File: src/sv/assert_macros.svh
// Assertion macros shared by the attention softmax RTL.
// Included by modules that carry concurrent assertions; no other dependencies.
`ifndef ASSERT_MACROS_SVH
`define ASSERT_MACROS_SVH
`ifndef SYNTHESIS
`define ASSERT_IMPL(lbl, clk, rst_n, ante, cons) \
	lbl: assert property (@(posedge clk) disable iff (!rst_n) (ante) |-> (cons)) \
		else $error("assertion failed");
`define ASSERT_NEXT(lbl, clk, rst_n, ante, cons) \
	lbl: assert property (@(posedge clk) disable iff (!rst_n) (ante) |=> (cons)) \
		else $error("assertion failed");
`else
`define ASSERT_IMPL(lbl, clk, rst_n, ante, cons)
`define ASSERT_NEXT(lbl, clk, rst_n, ante, cons)
`endif
`endif

File: src/sv/atsm_pkg.sv
// Shared constants, types and the exponential table for the attention softmax block.
// Used by every module of the block except atsm_ram; depends on nothing.
package atsm_pkg;
	localparam int QUERY_ROWS = 4;
	localparam int KEY_ROWS = 64;
	localparam int HEAD_DIM = 64;
	localparam int QS_DEPTH = QUERY_ROWS * HEAD_DIM;
	localparam int KS_DEPTH = KEY_ROWS * HEAD_DIM;
	localparam int BUF_DEPTH = 64;
	localparam int QS_AW = (QS_DEPTH > 1) ? $clog2(QS_DEPTH) : 1;
	localparam int KS_AW = (KS_DEPTH > 1) ? $clog2(KS_DEPTH) : 1;
	localparam int BUF_AW = 6;
	localparam int SCORE_W = 40;
	localparam int WEIGHT_W = 16;
	localparam int SUM_W = 23;
	localparam int ACC_W = 40;
	localparam int QUOT_W = 17;
	localparam int DIV_W = 41;
	localparam int CMDQ_DEPTH = 4;
	localparam int CMDQ_AW = 2;
	localparam logic [15:0] LOG2E_Q15 = 16'd47274;
	localparam logic [39:0] EXP_LIMIT = 40'h0020000000;

	typedef enum logic [1:0] {
		MODE_LOAD_Q = 2'd0,
		MODE_LOAD_K = 2'd1,
		MODE_LOAD_V = 2'd2,
		MODE_COMPUTE = 2'd3
	} mode_t;

	typedef struct packed {
		mode_t mode;
		logic [5:0] row;
		logic [5:0] col;
		logic signed [15:0] value;
	} cmd_t;

	// 2^(-k/16) in Q.16.
	function automatic logic [16:0] exp2_tab(input logic [4:0] k);
		logic [16:0] t;
		case (k)
			5'd0: t = 17'd65536;
			5'd1: t = 17'd62757;
			5'd2: t = 17'd60097;
			5'd3: t = 17'd57549;
			5'd4: t = 17'd55109;
			5'd5: t = 17'd52773;
			5'd6: t = 17'd50535;
			5'd7: t = 17'd48393;
			5'd8: t = 17'd46341;
			5'd9: t = 17'd44376;
			5'd10: t = 17'd42495;
			5'd11: t = 17'd40693;
			5'd12: t = 17'd38968;
			5'd13: t = 17'd37316;
			5'd14: t = 17'd35734;
			5'd15: t = 17'd34219;
			default: t = 17'd32768;
		endcase
		return t;
	endfunction
endpackage

File: src/sv/atsm_front.sv
// Front end: accepts input transactions, drops out-of-range ones and queues the rest.
// Depends on atsm_pkg.
module atsm_front (
	input  logic             clk,
	input  logic             arst_n,
	input  logic             s_valid,
	output logic             s_ready,
	input  atsm_pkg::cmd_t   s_cmd,
	output logic             cmd_valid,
	input  logic             cmd_ready,
	output atsm_pkg::cmd_t   cmd
);
	atsm_pkg::cmd_t q_mem [atsm_pkg::CMDQ_DEPTH];
	logic [atsm_pkg::CMDQ_AW-1:0] head_q, tail_q;
	logic [atsm_pkg::CMDQ_AW:0] cnt_q;
	logic in_range, push, pop;

	always_comb begin
		unique case (s_cmd.mode)
			atsm_pkg::MODE_LOAD_Q: in_range = (32'(s_cmd.row) < atsm_pkg::QUERY_ROWS) &&
				(32'(s_cmd.col) < atsm_pkg::HEAD_DIM);
			atsm_pkg::MODE_LOAD_K, atsm_pkg::MODE_LOAD_V:
				in_range = (32'(s_cmd.row) < atsm_pkg::KEY_ROWS) &&
					(32'(s_cmd.col) < atsm_pkg::HEAD_DIM);
			atsm_pkg::MODE_COMPUTE: in_range = 32'(s_cmd.row) < atsm_pkg::QUERY_ROWS;
			default: in_range = 1'b0;
		endcase
	end

	assign s_ready = 32'(cnt_q) < atsm_pkg::CMDQ_DEPTH;
	assign cmd_valid = cnt_q != '0;
	assign cmd = q_mem[head_q];
	assign push = s_valid && s_ready && in_range;
	assign pop = cmd_valid && cmd_ready;

	always_ff @(posedge clk) begin
		if (push) begin
			q_mem[tail_q] <= s_cmd;
		end
	end

	always_ff @(posedge clk or negedge arst_n) begin
		if (!arst_n) begin
			head_q <= '0;
			tail_q <= '0;
			cnt_q <= '0;
		end else begin
			if (push) begin
				tail_q <= tail_q + 1'b1;
			end
			if (pop) begin
				head_q <= head_q + 1'b1;
			end
			if (push && !pop) begin
				cnt_q <= cnt_q + 1'b1;
			end else if (pop && !push) begin
				cnt_q <= cnt_q - 1'b1;
			end
		end
	end
endmodule

File: config.mk
export PLATFORM = sky130hd
export DESIGN_NAME = atsm_front
export DESIGN_NICKNAME = d
export VERILOG_FILES = /design/src/sv/assert_macros.svh /design/src/sv/atsm_pkg.sv /design/src/sv/atsm_front.sv
export SDC_FILE = /design/constraint.sdc
export NUM_CORES = 1
export LEC_CHECK = 0
export BUFFER_PORTS_ARGS = -buffer_cell sky130_fd_sc_hd__buf_2
export CAP_MARGIN = 20
export CORE_MARGIN = 10
export CORE_UTILIZATION = 32
export DETAILED_ROUTE_END_ITERATION = 8
export GPL_ROUTABILITY_DRIVEN = 1
export PLACE_DENSITY = 0.47
export SYNTH_ARGS = -nofsm -noshare
export SYNTH_HDL_FRONTEND = slang
export SYNTH_SLANG_ARGS = --single-unit
File: constraint.sdc
create_clock -name clk -period 5.3 [get_ports clk]
set_clock_uncertainty 0.15 [all_clocks]
set_input_delay 0.795 -clock clk [delete_from_list [all_inputs] [get_ports clk]]
set_output_delay 0.795 -clock clk [all_outputs]
set_load 0.01 [all_outputs]
Word-level counts from Yosys, hierarchy flattened
Memory sizes are Yosys's and may differ from the RTL's. Cells that the tools add are included.

Flip-flop bits (word level): 7. Bits in writable memories: 120. Bits of input ports: 34. Output and inout port bits: 32. Logic and storage cells: 30. Memories: 1.

Memory list: q_mem (words 4, width 30, rd ports 1, clocked after Yosys merged registers in 0, wr ports 1, line atsm_front.sv:13) `atsm_pkg::cmd_t q_mem [atsm_pkg::CMDQ_DEPTH];`.

Add/subtract/negate cells: 4. Order comparisons: 2. Equal/unequal tests: 3. Mux-type cells: 5. Reduce and logical (&&, ||, !) cells: 12.

Operators by type and width (number): less-than comparator 6 x 3 -> 1 bit (second input constant) (1); two-way mux 3 bit (2); logical AND 1 bit (5); adder 2 x 1 -> 2 bit (second input constant) (2); == test 2 bit (second input constant) (2); OR reduction 2 bit (2); adder 3 x 1 -> 3 bit (second input constant) (1); less-than comparator 3 bit (second input constant) (1); nonzero test 3 bit (1); subtractor 3 x 1 -> 3 bit (second input constant) (1); == test 2 x 1 -> 1 bit (second input constant) (1); zero test 1 bit (2); zero test 2 bit (1); two-way mux 1 bit (2); case mux 1 bit (2 select lines) (1); nonzero test 2 bit (1).

Logic depth before layout (Yosys ltp)
Gate-level depths: netlist of the first run.

Depth in word-level cells: 8. Gate-level depth with buffers: 8.

Least setup slack after synthesis of the first run
No wires, ideal clock.

Path type: input port to flip-flop. Start: in s_cmd[26] (netlist name). End: mem q_mem[0][0] (netlist name), enable pin. Library setup time: 0.390 ns. Arrival: 2.076 ns. Data required time: 4.760 ns. Path slack: 2.684 ns. Stages on the path: 3. Cells stage by stage: nor4_2 -> o211a_4 -> and2_1.

Cells in the longest elaborated chain, start to end: 5.

RTL lines: start, declared (line atsm_front.sv:8) `input atsm_pkg::cmd_t s_cmd,`; less-than comparator 6 x 3 -> 1 bit (line atsm_front.sv:20, atsm_front.sv:25); case mux 1 bit (2 select lines) (line atsm_front.sv:19) `unique case (s_cmd.mode)`; logical AND 1 bit (line atsm_front.sv:33) `assign push = s_valid && s_ready && in_range;`; via push (line atsm_front.sv:16) `logic in_range, push, pop;`; two-way mux 1 bit (line atsm_front.sv:37) `if (push) begin`; two-way mux 1 bit (implied by the code) (line atsm_front.sv:38) `q_mem[tail_q] <= s_cmd;`; end, declared (line atsm_front.sv:13).

The timed path passes the listed nets, and every way through them passes these cells.

==> results of run 1 <==
[area by class of cell]
cell class	instances	area (sq um)
sequential	127	3781
inverter	4	15.01
clock inverter	14	172.7
fill	1331	8755
tap	184	230.2
multi-input combinational	55	928.4
clock buffer	18	429.2
timing repair buffer	66	332.8
[kinds of logic (layout without fill, tap and decap cells)]
kind of cell	Yosys count	in the layout	synth area share [%]
AOI/OAI and AO/OA	1	1	0.3647
xor gates and xnor gates	7	7	1.276
adders and majority gates	6	6	1.719
buffers and inverters	11	102	2.110
DFF	127	127	78.67
muxes	32	32	14.69
and+or+nand+nor	9	9	1.172
[Yosys cell counts, drive strengths merged]
library cell	instances	share of area (%)
edfxtp	120	75
mux4	30	14
buf	7	1.8
dfrtp	7	3.6
ha	5	1.3
xnor2	5	0.91
and2	4	0.52
inv	4	0.31
mux2	2	0.47
xor2	2	0.36
fa	1	0.42
nand2	1	0.078
nand3	1	0.10
nor2	1	0.078
nor4	1	0.26
o211a	1	0.36
or3	1	0.13
[per-layer routing]
layer / up-vias / GRT usage [%] / part of all wire [%]
li1: 966 / - / -
met1: 1121 / 11.09 / 44
met2: 53 / 14.57 / 49
met3: 9 / 4.272 / 5.9
met4: 0 / 3.746 / 1.2
met5: - / 0 / 0
[worst register-to-register path: stages (launching register included)]
cell and delay [ns]:
dfrtp_1 0.41, or3_1 0.42, nand2_1 0.13, ha_1 0.20, inv_1 0.06, fa_1 0.37
xor2_1 0.15, nor2_1 0.11, xnor2_1 0.12
[layout by cell type (no fill, tap or decap), types with 2 or more instances in the layout]
| cell | netlist | final |
|---|---|---|
| edfxtp_1 | 120 | 120 |
| buf_2 | 3 | 65 |
| mux4_2 | 28 | 28 |
| clkbuf_16 | 0 | 17 |
| xnor2_1 | 5 | 5 |
| ha_1 | 5 | 5 |
| dfrtp_1 | 7 | 5 |
| inv_1 | 4 | 4 |
| and2_2 | 0 | 4 |
| clkinv_1 | 0 | 4 |
| bufinv_16 | 0 | 4 |
| clkinvlp_4 | 0 | 3 |
| clkinv_2 | 0 | 3 |
| xor2_1 | 2 | 2 |
| mux4_1 | 2 | 2 |
| dfrtp_2 | 0 | 2 |
[how the worst min path moves through the flow]
stage	slack (ns)	cells past startpoint	to
after floorplan	0.35	0	cnt_q[0]
after global placement	0.37	1	cnt_q[0]
after detailed placement	0.37	1	cnt_q[0]
after CTS	0.05	1	cnt_q[0]
after global routing	0.05	1	cnt_q[0]
final	0.06	1	cnt_q[2]
[sequential cells by signal, summed over array words and instances (netlist names)]
name    count
q_mem     120
cnt_q       3
head_q      2
tail_q      2
[power by group through the flow]
stage	combinational [mW]	sequential [mW]	clock, mW
5_1_grt	0.778	1.33	1.24
3_3_place_gp	0.731	1.34	0
4_1_cts	0.735	1.32	1.19
2_1_floorplan	0.581	1.26	0
3_5_place_dp	0.733	1.34	0
6_report	0.702	1.31	1.17
==> impl_metrics.tcl, run 1 <==
set metrics [dict create \
    post-cts-setup-buffer-count 0 \
    setup_violations 0 \
    initial_core_util_pct 32.80 \
    rsz0062_at_grt "false" \
    p_sw_share_pct 26.09 \
    num_rows 44 \
    holdWs_ns 0.05658 \
    seq_power_share_pct 41.3 \
    critPathMaxStageDelay_ns 0.63 \
    cts_hold_buf 0 \
    finalPower_mw 3.183 \
    h-tree-depth 4 \
    maxSlewHeadroom_pct 40.09 \
    yosysWarnings 0 \
    status "completed" \
    die_w_um 142.5 \
    syn_avg_cell_area_sq_um 24.89 \
    cp.arrival_ns 2.23 \
    setup_slack_ns 2.122 \
    power_frac_comb_pct 22.1 \
    cts_root_buf "clkbuf_16" \
    switchingPower_mw 0.8304 \
    end_kind "output pin" \
    start_kind "register" \
    clk_path_buf_depth 2 \
    cts_buffers 17 \
    syn-num-nets 233 \
    ys_ff_latch 127 \
    cellPowerDensity_nw_per_um2 540.4 \
    clk_pin_slew_ns 0.05 \
    slowest_stage "mux4_1" \
    drv_cap 0 \
    place_ws_ns 2.412 \
    reg2reg_from "cnt_q[0]" \
    drtIter0Drc 67 \
    via_per_inst 4.592 \
    wl_per_cell_um 19.25 \
    grt_usage_pct 9.364 \
    grt_pass1_vias 2417 \
    coreArea_sq_um 14640 \
    place.gp.congestion 0.6304 \
    postCtsResizedCells 0 \
    antenna_found_initial 0 \
    worst-path-stages 3 \
    overflow 0 \
    drc 0 \
    power.internal_mw 2.352 \
    antennaDiodeCount 0 \
    die_h_um 142.5 \
    ir_drop_v 0.0002530 \
    r2r-end "cnt_q[2]" \
    synthToLayoutAreaGrowth_pct 22.61 \
    worst-setup-path-type "reg2out" \
    post-route-min-period_ns 3.178 \
    first_pass_iters 4 \
    pwr-share-clk_pct 36.7 \
    synth.distinct_cells 21 \
    reg2reg_setup_slack_ns 3.11 \
    nets 311 \
    placed_area_sq_um 5288 \
    ff2ff_path_depth 8 \
    tns_ns 0 \
    fin_util_pct 40.22 \
    crit_chain "buf_4 -> mux4_1 -> buf_2" \
    cp_max_fo 25 \
    netlist_instances 193 \
    crit_family "buffers and inverters" \
    clock.fmax_mhz 314.7 \
    slew_violations 0 \
    layout.cells.non_filler 468 \
    die_area_sq_um 20310 \
    num_vias 2149 \
    grt_pass1_wl_um 13810 \
    portBuffers 65 \
    clk_latency_ns 0.41 \
    cts_tree "yes" \
    worst_pin_slew_ns 0.8986 \
    dp_hpwl_um 5324 \
    fin_crit_sh_pct 59.95 \
    startpoint "head_q[0]" \
    grt_max_degree 32 \
    cts_sinks 127 \
    p_leak_nw 2.029 \
    hold_violations 0 \
    place_inst 436 \
    num_io_pins 66 \
    mappedNetlistArea_sq_um 4803 \
    cp-endpoint "cmd[29]" \
    yosysSeqAreaShare_pct 78.67 \
    drive_above_1_share_pct 45.77 \
    cp.required_ns 4.36 \
    hold_class "in2async" \
    cp_num_buf_inv 2 \
    antenna_left 0 \
    totalWireLength_um 9008 \
    design_area_sq_um 5889 \
]
No activity file was read; power rests on OpenSTA's default activity.
==> run 2, diff against run 1 <==
PLACE_DENSITY = 0.48   (was 0.47)
clock period = 2.7 ns   (was 5.3 ns; I/O delays follow)
==> run 2 against run 1 <==
Utilization increased by 0.56 points. Clock-buffer cell count unchanged. Largest power group unchanged. Clock power increased by 84%. First-iteration DRC count increased by 49%. Final area increased by 1.4%. Critical endpoint is now cmd[24]. Global-route usage increased by 0.32 points.
==> impl_metrics.tcl, run 2 (synthesis gave the netlist of run 1 again) <==
set metrics [dict create \
    layout_commonest_cell "edfxtp_1" \
    clk_latency_ns 0.41 \
    worst-setup-path-type "reg2out" \
    grt_max_degree 20 \
    coreArea_sq_um 14640 \
    drtIter0Drc 100 \
    cp.required_ns 2.14 \
    cp_max_fo 14 \
    power.internal_mw 4.515 \
    clock.fmax_mhz 414.5 \
    p_leak_nw 2.083 \
    seq_power_share_pct 40.2 \
    clk_path_buf_depth 2 \
    worst_pin_slew_ns 0.4284 \
    pwr-share-clk_pct 34.7 \
    cts_tree "yes" \
    switchingPower_mw 1.687 \
    place.gp.congestion 0.6766 \
    maxSlewHeadroom_pct 71.44 \
    power_frac_comb_pct 25.0 \
    placed_area_sq_um 5388 \
    drive_above_1_share_pct 48.47 \
    grt_pass1_wl_um 14180 \
    overflow 0 \
    drv_cap 0 \
    postCtsResizedCells 0 \
    via_per_inst 4.624 \
    antenna_left 0 \
    portBuffers 65 \
    grt_pass1_vias 2574 \
    num_io_pins 66 \
    cts_sinks 127 \
    ir_drop_v 0.0004261 \
    drc 0 \
    p_sw_share_pct 27.21 \
    fin_crit_sh_pct 89.34 \
    hold_class "in2reg" \
    antennaDiodeCount 0 \
    hold_violations 0 \
    num_rows 44 \
    rsz0062_at_grt "false" \
    tns_ns 0 \
    slew_violations 0 \
    cts_root_buf "clkbuf_16" \
    cp.arrival_ns 1.86 \
    die_area_sq_um 20310 \
    nets 322 \
    cts_buffers 17 \
    holdWs_ns 0.05486 \
    reg_top3 "q_mem x120, cnt_q x3" \
    antenna_found_initial 0 \
    cellPowerDensity_nw_per_um2 1039 \
    setup_violations 0 \
    die_w_um 142.5 \
    initial_core_util_pct 32.80 \
    largest_register_ff_count 120 \
    end_kind "output pin" \
    post-route-min-period_ns 2.412 \
    totalWireLength_um 9005 \
    synthToLayoutAreaGrowth_pct 24.33 \
    start_kind "register" \
    wl_per_cell_um 18.80 \
    min_path_cells 1 \
    design_area_sq_um 5972 \
    clk_pin_slew_ns 0.05 \
    die_h_um 142.5 \
    top_register "q_mem" \
    grt_usage_pct 9.686 \
    final_cell_mix "edfxtp_1, buf_2, mux4_2" \
    ff2ff_path_depth 8 \
    num_vias 2215 \
    h-tree-depth 4 \
    finalPower_mw 6.202 \
    dp_hpwl_um 5807 \
    first_pass_iters 4 \
    status "completed" \
]
-- run 2: cell types whose count changed in the layout (fill, tap and decap cells not counted), sizes merged --
cell,before,now
buf,66,76
bufinv,4,2
clkinv,7,9
dlygate4sd3,0,1
-- run 2: layout make-up --
| cell class | instances | area [sq um] |
|---|---|---|
| Clock inverter | 14 | 145.1 |
| Timing Repair Buffer | 77 | 442.9 |
| Inverter | 4 | 15.01 |
| Clock buffer | 18 | 429.2 |
| Multi-Input combinational cell | 55 | 928.4 |
| Tap cell | 184 | 230.2 |
| Fill cell | 1317 | 8672 |
| Sequential cell | 127 | 3781 |
-- run 2: stage by stage --
| stage | cells | setup slack, ns | utilization [%] |
|---|---|---|---|
| 2_1_floorplan | 193 | 0.4739 | - |
| 5_1_grt | 479 | 0.2113 | 40.78 |
| 4_1_cts | 479 | 0.2405 | 40.78 |
| 6_report | 479 | 0.2877 | 40.78 |
| 3_5_place_dp | 446 | 0.2916 | 36.79 |
| 3_3_place_gp | 446 | 0.3388 | 36.79 |
-- run 2: path summary, 6_finish.rpt --
path                       startpoint     endpoint  slack, ns
max reg2reg                  cnt_q[0]     cnt_q[2]       0.50
min                          s_cmd[2]  q_mem[2][2]       0.05
max in group asynchronous      arst_n    head_q[0]       2.02
max                         head_q[0]      cmd[24]       0.29
min in group asynchronous      arst_n    tail_q[0]       0.20
min reg2reg                  cnt_q[0]     cnt_q[0]       0.37
-- run 2: worst max-delay path, cell delays in order, from the launching register on --
cell and delay (ns):
dfrtp_2 0.39, buf_4 0.32, mux4_2 0.57, buf_2 0.16
-- run 2: repair_timing --
item	CTS	global route
buffers inserted	0	0
hold buffers	1	0
endpoints found under the setup margin	0	0
endpoints found under the hold margin	7	0
-- run 2: power by group through the flow --
stage	clock network, mW	logic, mW	registers [mW]
6_report	2.15	1.55	2.50
3_5_place_dp	0	1.62	2.54
2_1_floorplan	0	1.14	2.47
5_1_grt	2.33	1.71	2.52
4_1_cts	2.22	1.62	2.50
3_3_place_gp	0	1.61	2.54
-- run 2: per-layer routing --
layer	routed length (um)	global-route usage, %
met5	0	0
met4	146	4.235
met3	612	4.873
met2	4516	15.55
met1	3729	10.63
